--- src/wkrf_pkg.sv ---
`timescale 1ns / 1ps
package wkrf_pkg;

  localparam int unsigned MapIdxW  = 16;
  localparam int unsigned MapDepth = 1 << MapIdxW;
  localparam int unsigned WordW    = 32;
  localparam int unsigned WordIdxW = MapIdxW - 5;
  localparam int unsigned WordsNum = MapDepth / WordW;
  localparam int unsigned CfgW     = 21;
  localparam int unsigned PosW     = 31;

  typedef enum logic [1:0] {
    CFG_WINDOW_SIZE   = 2'd0,
    CFG_WINDOW_STEP   = 2'd1,
    CFG_TRIM_FRACTION = 2'd2
  } cfg_idx_e;

  typedef enum logic {
    OP_MARK  = 1'b0,
    OP_CHECK = 1'b1
  } op_e;

  typedef struct packed {
    logic              operation;
    logic              strand;
    logic [15:0]       window_index;
    logic [PosW-1:0]   read_start;
    logic [PosW-1:0]   read_end;
    logic [PosW-1:0]   read_id;
  } in_item_t;

  typedef struct packed {
    logic [PosW-1:0] kept_id;
    logic            kept_strand;
  } out_item_t;

  // request handed from front to back: window range to scan, or the window to mark
  typedef struct packed {
    logic              operation;
    logic              strand;
    logic [MapIdxW-1:0] idx_lo;
    logic [MapIdxW-1:0] idx_hi;
    logic [PosW-1:0]   read_id;
  } req_t;

  typedef enum logic [3:0] {
    F_IDLE, F_TRIM, F_ADJ, F_DIV1, F_DIV2, F_CLAMP, F_PUSH
  } front_state_e;

  typedef enum logic [2:0] {
    B_CLEAR, B_IDLE, B_READ, B_TEST, B_OUT
  } back_state_e;

endpackage

--- src/wkrf_div.sv ---
`timescale 1ns / 1ps
// Restoring divider, one quotient bit per cycle. 34-bit unsigned dividend.
module wkrf_div import wkrf_pkg::*; (
  input  logic              clk_i,
  input  logic              rst_ni,
  input  logic              start_i,
  input  logic [33:0]       dividend_i,
  input  logic [CfgW-1:0]   divisor_i,
  output logic              done_o,
  output logic [33:0]       quot_o
);

  logic [5:0]      cnt_q, cnt_d;
  logic            busy_q, busy_d;
  logic [33:0]     quot_q, quot_d;
  logic [CfgW-1:0] rem_q, rem_d;
  logic [CfgW-1:0] dsr_q, dsr_d;
  logic [CfgW:0]   shifted;
  logic            done_q, done_d;

  always_comb begin
    cnt_d   = cnt_q;
    busy_d  = busy_q;
    quot_d  = quot_q;
    rem_d   = rem_q;
    dsr_d   = dsr_q;
    done_d  = 1'b0;
    shifted = {rem_q, quot_q[33]};
    if (start_i) begin
      busy_d = 1'b1;
      cnt_d  = 6'd34;
      quot_d = dividend_i;
      rem_d  = '0;
      dsr_d  = divisor_i;
    end else if (busy_q) begin
      quot_d = {quot_q[32:0], 1'b0};
      if (shifted >= {1'b0, dsr_q}) begin
        // difference is below the divisor, so it fits
        rem_d     = CfgW'(shifted - {1'b0, dsr_q});
        quot_d[0] = 1'b1;
      end else begin
        rem_d = shifted[CfgW-1:0];
      end
      cnt_d = cnt_q - 6'd1;
      if (cnt_q == 6'd1) begin
        busy_d = 1'b0;
        done_d = 1'b1;
      end
    end
  end

  always_ff @(posedge clk_i or negedge rst_ni) begin
    if (!rst_ni) begin
      cnt_q  <= '0;
      busy_q <= 1'b0;
      done_q <= 1'b0;
    end else begin
      cnt_q  <= cnt_d;
      busy_q <= busy_d;
      done_q <= done_d;
    end
  end

  always_ff @(posedge clk_i) begin
    quot_q <= quot_d;
    rem_q  <= rem_d;
    dsr_q  <= dsr_d;
  end

  assign done_o = done_q;
  assign quot_o = quot_q;

endmodule

--- src/wkrf_front.sv ---
`timescale 1ns / 1ps
// Classifies items: marks pass straight on, checks get trimmed and divided
// into a clamped window range, or dropped when they miss the marked range.
module wkrf_front import wkrf_pkg::*; (
  input  logic              clk_i,
  input  logic              rst_ni,
  input  in_item_t          in_i,
  input  logic              in_valid_i,
  output logic              in_ready_o,
  input  logic [CfgW-1:0]   win_size_i,
  input  logic [CfgW-1:0]   win_step_i,
  input  logic [15:0]       trim_frac_i,
  input  logic [MapIdxW:0]  lo_pos_i,
  input  logic [MapIdxW-1:0] hi_pos_i,
  input  logic [MapIdxW:0]  lo_neg_i,
  input  logic [MapIdxW-1:0] hi_neg_i,
  input  logic              mark_busy_i,
  output req_t              req_o,
  output logic              req_valid_o,
  input  logic              req_ready_i
);

  front_state_e   state_q, state_d;
  in_item_t       item_q;
  logic [CfgW-1:0] step_q;
  logic [CfgW-1:0] win_q;
  logic [15:0]    frac_q;
  logic [47:0]    prod_q, prod_d;
  logic signed [33:0] s_q, s_d, e_q, e_d;
  logic           first_zero_q, first_zero_d;
  logic           e_neg_q, e_neg_d;
  logic           e_big_q, e_big_d;
  logic [33:0]    first_q, first_d;
  logic [33:0]    last_q, last_d;
  logic           div_start;
  logic [33:0]    div_dividend;
  logic           div_done;
  logic [33:0]    div_quot;
  logic           div_phase_q, div_phase_d;
  req_t           req_q, req_d;
  logic           req_valid_q, req_valid_d;

  logic signed [32:0] len;
  logic [31:0]    mag;
  logic [31:0]    trim;
  logic [MapIdxW:0] lo_sel;
  logic [MapIdxW-1:0] hi_sel;
  logic [38:0]    hi_lim;
  logic [33:0]    lo_ext, hi_ext;
  logic [33:0]    ci, cj;
  logic           mark_pend;

  assign lo_sel = item_q.strand ? lo_neg_i : lo_pos_i;
  assign hi_sel = item_q.strand ? hi_neg_i : hi_pos_i;
  assign lo_ext = {17'd0, lo_sel};
  assign hi_ext = {18'd0, hi_sel};

  // a mark still queued or being written leaves lo/hi stale
  assign mark_pend = mark_busy_i || (req_valid_q && req_q.operation == OP_MARK);

  assign len = $signed({2'b00, item_q.read_end}) - $signed({2'b00, item_q.read_start})
             + 33'sd1;
  assign mag = len[32] ? 32'(-len) : 32'(len);
  assign trim = prod_q[47:16];

  wkrf_div u_div (
    .clk_i      (clk_i),
    .rst_ni     (rst_ni),
    .start_i    (div_start),
    .dividend_i (div_dividend),
    .divisor_i  (step_q),
    .done_o     (div_done),
    .quot_o     (div_quot)
  );

  always_comb begin
    hi_lim = 39'(step_q) * 39'(hi_sel) + 39'd1;
  end

  always_comb begin
    state_d      = state_q;
    prod_d       = prod_q;
    s_d          = s_q;
    e_d          = e_q;
    first_zero_d = first_zero_q;
    e_neg_d      = e_neg_q;
    e_big_d      = e_big_q;
    first_d      = first_q;
    last_d       = last_q;
    div_phase_d  = div_phase_q;
    div_start    = 1'b0;
    div_dividend = '0;
    req_d        = req_q;
    req_valid_d  = req_valid_q;
    in_ready_o   = 1'b0;
    ci           = (first_q < lo_ext) ? lo_ext : first_q;
    cj           = (last_q > hi_ext) ? hi_ext : last_q;
    if (req_valid_q && req_ready_i) begin
      req_valid_d = 1'b0;
    end
    case (state_q)
      F_IDLE: begin
        in_ready_o = 1'b1;
        if (in_valid_i) begin
          state_d = (in_i.operation == OP_MARK) ? F_PUSH : F_TRIM;
        end
      end
      F_TRIM: begin
        prod_d  = 48'(mag) * 48'(frac_q);
        state_d = F_ADJ;
      end
      F_ADJ: begin
        if (len[32]) begin
          s_d = $signed({3'b000, item_q.read_start}) - $signed({2'b00, trim});
          e_d = $signed({3'b000, item_q.read_end}) + $signed({2'b00, trim});
        end else begin
          s_d = $signed({3'b000, item_q.read_start}) + $signed({2'b00, trim});
          e_d = $signed({3'b000, item_q.read_end}) - $signed({2'b00, trim});
        end
        state_d = F_DIV1;
        div_phase_d = 1'b0;
      end
      F_DIV1: begin
        // s - win - 1 + step - 1, then e (or -e-1 for negative) in turn
        if (!mark_pend) begin
          first_zero_d = !(s_q > $signed({13'd0, win_q}));
          e_neg_d      = e_q[33];
          e_big_d      = !($signed({1'b0, e_q}) < $signed({1'b0, hi_lim[33:0]}))
                         && !e_q[33] && (hi_lim[38:34] == 5'd0);
          div_start    = 1'b1;
          div_dividend = 34'(s_q - $signed({13'd0, win_q}) - 34'sd2
                         + $signed({13'd0, step_q}));
          state_d      = F_DIV2;
        end
      end
      F_DIV2: begin
        if (div_done) begin
          if (!div_phase_q) begin
            first_d      = first_zero_q ? '0 : div_quot;
            div_phase_d  = 1'b1;
            div_start    = 1'b1;
            div_dividend = e_neg_q ? 34'(-e_q - 34'sd1) : 34'(e_q);
          end else begin
            if (e_big_q) begin
              last_d = hi_ext;
            end else if (e_neg_q) begin
              last_d = ~div_quot;  // -(q) - 1
            end else begin
              last_d = div_quot;
            end
            state_d = F_CLAMP;
          end
        end
      end
      F_CLAMP: begin
        if (lo_sel[MapIdxW] || $signed(last_q) < $signed(lo_ext)
            || first_q > hi_ext) begin
          state_d = F_IDLE;
        end else if (!req_valid_q || req_ready_i) begin
          req_d.operation = OP_CHECK;
          req_d.strand    = item_q.strand;
          req_d.idx_lo    = ci[MapIdxW-1:0];
          req_d.idx_hi    = ($signed(cj) < $signed(ci)) ? ci[MapIdxW-1:0]
                                                       : cj[MapIdxW-1:0];
          req_d.read_id   = item_q.read_id;
          req_valid_d     = 1'b1;
          state_d         = F_IDLE;
        end
      end
      F_PUSH: begin
        if (!req_valid_q || req_ready_i) begin
          req_d.operation = OP_MARK;
          req_d.strand    = item_q.strand;
          req_d.idx_lo    = item_q.window_index;
          req_d.idx_hi    = item_q.window_index;
          req_d.read_id   = item_q.read_id;
          req_valid_d     = 1'b1;
          state_d         = F_IDLE;
        end
      end
      default: state_d = F_IDLE;
    endcase
  end

  always_ff @(posedge clk_i or negedge rst_ni) begin
    if (!rst_ni) begin
      state_q     <= F_IDLE;
      req_valid_q <= 1'b0;
      div_phase_q <= 1'b0;
    end else begin
      state_q     <= state_d;
      req_valid_q <= req_valid_d;
      div_phase_q <= div_phase_d;
    end
  end

  always_ff @(posedge clk_i) begin
    if (state_q == F_IDLE && in_valid_i) begin
      item_q <= in_i;
      step_q <= (win_step_i == '0) ? CfgW'(1) : win_step_i;
      win_q  <= win_size_i;
      frac_q <= trim_frac_i;
    end
    prod_q       <= prod_d;
    s_q          <= s_d;
    e_q          <= e_d;
    first_zero_q <= first_zero_d;
    e_neg_q      <= e_neg_d;
    e_big_q      <= e_big_d;
    first_q      <= first_d;
    last_q       <= last_d;
    req_q        <= req_d;
  end

  assign req_o       = req_q;
  assign req_valid_o = req_valid_q;

endmodule

--- config.mk ---
export PLATFORM = sky130hd
export DESIGN_NAME = wkrf_front
export DESIGN_NICKNAME = d
export VERILOG_FILES = /design/src/wkrf_pkg.sv /design/src/wkrf_div.sv /design/src/wkrf_front.sv
export SDC_FILE = /design/constraint.sdc
export NUM_CORES = 2
export LEC_CHECK = 0
export ABC_AREA = 1
export BUFFER_PORTS_ARGS = -buffer_cell sky130_fd_sc_hd__buf_2
export CAP_MARGIN = 30
export CORE_MARGIN = 1.5
export CORE_UTILIZATION = 45
export CTS_CLUSTER_SIZE = 8
export DETAILED_ROUTE_END_ITERATION = 12
export GPL_TIMING_DRIVEN = 0
export PLACE_DENSITY = 0.73
export RECOVER_POWER = 25
export SYNTH_ARGS = -nofsm -noshare
export SYNTH_HDL_FRONTEND = slang
export SYNTH_HIERARCHICAL = 1
export SYNTH_SLANG_ARGS = --single-unit
--- constraint.sdc ---
create_clock -name clk_i -period 17.36 [get_ports clk_i]
set_input_delay 0.868 -clock clk_i [delete_from_list [all_inputs] [get_ports clk_i]]
set_output_delay 0.868 -clock clk_i [all_outputs]
set_load 0.02 [all_outputs]
==> results.toml <==
[cells_and_area]
drive_gt1_share_pct = 6.243
multi_input_comb_area_um2 = 42460
areaGrowthSynthToFinish_pct = 10.16
count_of_fill_cells_added_during_filler_insertion = 13468
final_net_count = 9969
final-seq-area_um2 = 14550

[floorplan]
floorplan.die.width_um = 380.2
start_util_pct = 45.28
placement_rows = 138
ioPinCount = 307
design.die.area_um2 = 144600
die-height_um = 380.2
core-area_um2 = 141400

[yosys]
netlist_top_cells_count = "1,749 x nand2_1, 1,613 x inv_1, 747 x nor2_1"
netlist-cell-type-count = 68
proportion_of_register_bits_with_asynchronous_set_or_reset_after_synthesis_pct = 2.834
synth_register_bits = 494
synth_seq_area_share_pct = 22.73
synthesis.yosys.warnings = 6
synth_area_leader_cell = "fa_1"
synth_most_common_cell = "nand2_1"
syn-mean-instance-area_um2 = 8.029
synth_flop_type = "edfxtp_1"
mappedNetlistArea_um2 = 64030
postSynthCellCount = 7975
synth_top_cell_area_share_pct = 22.17
edff_count_synth = 459
leading_post_synthesis_cells_by_cell_area = "fa_1 22%, edfxtp_1 22%, ha_1 12%"

[timing]
post-route-min-period_ns = 10.85
drv_slew = 35
slew_of_the_pin_with_the_lowest_slew_margin_ns = 2.047
max_freq_mhz = 92.20
finalSetupViolCount = 0
rsz0062_at_grt = "no"
setup_total_negative_slack_ns = 0
finalWorstSetupSlack_ns = 6.514
worst_slew_margin_rel_pct = -36.45
clock_skew_ns = 0.03534
final_cycle_share_pct = 62.48
final-hold-violation-count = 0

[placement]
gp_routability_congestion = 0.9940
buffer_ports.inserted = 306
dpl_worst_slack_ns = 6.663
hpwl_mm = 177.0

[clocking]
holdBufCountCts = 0
clock_tree.htree_level_count = 3
worstSkewPairLatency_ns = 0.68
cts_root_buf = "clkbuf_16"
path_clk_slew_ns = 0.05
cts_setup_buffers = 0
tritoncts_num_sinks = 494
cts_repair_resize_count = 0
clock_path_buffers = 3
number_of_buffers_inserted_during_clock_tree_synthesis = 76
tritoncts = "done"

[drt]
drc = 0
antenna_violating_nets_left = 0
routed_wire_length_mm = 210.0
detail_route.vias_per_cell = 5.405
firstDrtPassIters = 6
drt_first_iter_violations = 5168
routed-via-count = 55848
route.detailed.wl_per_inst_um = 20.32

[worst_setup_path]
cp_data_required_time_ns = 17.76
timing.critical_path.mode_cell = "inv_1"
crit_path_start_kind = "flip-flop"
cp_slowest_stage_delay_ns = 0.57
type_of_element_capturing_the_critical_path = "flip-flop"
timing.critical_path.fanout_max = 10
worst_ep_arrival_time_ns = 11.24
timing.setup.critical_path_class = "reg -> reg"
cpMaxStageDelayCell = "clkbuf_1"

[global_route]
grt_pass1_wl_mm = 321.6
grt.overflow.total = 0
grt_start_max_net_pins = 45
total_grt_usage_pct = 28.98
number_of_global_route_vias_before_repair = 55564
antenna_found_initial = 6

[status]
outcome = "finished, violations left"
violations_in_the_final_reports = "capacitance limit, slew limit"

[flow_run]
cap_violations = 1

[hold_path]
hp-class = "in -> async"
area by class of cell:
class	instances	area share [%]
multi-input combinational	5626	60.19
sequential	494	20.63
inverter	1639	8.722
antenna	1	0.003548
tap	1890	3.353
buffer	234	1.373
clock buffer	111	2.927
timing repair buffer	324	2.558
clock inverter	14	0.2342
routing by layer:
metal	track usage, %	wire [µm]	up-vias
met1	36.00	80940	26758
met3	4.605	17380	590
met4	16.31	13770	6
li1	-	-	25878
met2	48.05	97820	2616
met5	0	41	-
cell usage in the layout (no fill, tap or decap), drive strengths merged, types with 319 or more instances in the layout:
cell type and instances:
clkbuf 350, o21ai 327, a21oi 401, inv 1627, nand2 1767, fa 709, edfxtp 459, ha 625
buf 319, nor2 762
sequential cells by signal (all words and copies together) (netlist names), 4 cells and up:
name / flops
step_q: 21
last_q: 34
win_q: 21
state_q: 4
u_div/quot_o: 34
s_q: 34
req_o: 65
prod_q: 32
u_div/dsr_q: 21
u_div/rem_q: 21
item_q: 110
frac_q: 16
u_div/cnt_q: 6
first_q: 34
e_q: 34
critical path: cells and delay by family (launching register included):
kind | cells | cell delay, ns
adder cells (fa/ha/maj) | 8 | 3.81
buffers and inverters | 12 | 2.57
AND/OR/NAND/NOR | 15 | 2.25
AO/OA/AOI/OAI | 6 | 1.47
flip-flops | 1 | 0.34
XOR/XNOR | 1 | 0.12
logic make-up (layout without fill, tap and decap cells):
logic type,Yosys count,after routing,share of synthesized area [%]
buf+inv,1873,2322,11.12
mux,23,23,0.3596
xor+xnor,233,233,3.258
fa+ha+maj,1334,1334,34.38
flops,494,494,22.73
compound gates,956,956,8.354
simple gates,3061,3061,19.79
other cells,1,20,0.005857
metrics by stage:
step / hold slack (ns) / area (µm²) / cells / util (%)
5_1_grt: 0.3188 / 70530 / 10332 / 49.88
4_1_cts: 0.07912 / 70570 / 10331 / 49.90
2_1_floorplan: 0.4003 / 64100 / 7993 / -
3_3_place_gp: 0.4008 / 67990 / 10189 / 48.08
3_5_place_dp: 0.4045 / 68340 / 10206 / 48.33
6_report: 0.2889 / 70530 / 10333 / 49.88
worst paths after layout:
path | startpoint | endpoint | slack (ns) | cells past startpoint
setup / recovery | item_q[109]$_DFFE_PP_ | e_big_q$_DFFE_PP_ | 6.51 | 42
hold / removal | rst_ni | req_valid_o$_DFF_PN0_ | 0.29 | 1
min in group clk_i | in_i[94] | item_q[94]$_DFFE_PP_ | 0.37 | 1
hold reg to reg | item_q[3]$_DFFE_PP_ | req_o[3]$_DFFE_PP_ | 0.41 | 0
setup reg to reg | item_q[109]$_DFFE_PP_ | e_big_q$_DFFE_PP_ | 6.51 | 42
max in group asynchronous | rst_ni | u_div/busy_q$_DFF_PN0_ | 16.50 | 1
Power is left out: the tool's default activity adds up to more than one toggle a clock period on the data nets, which glitch-free logic cannot reach.
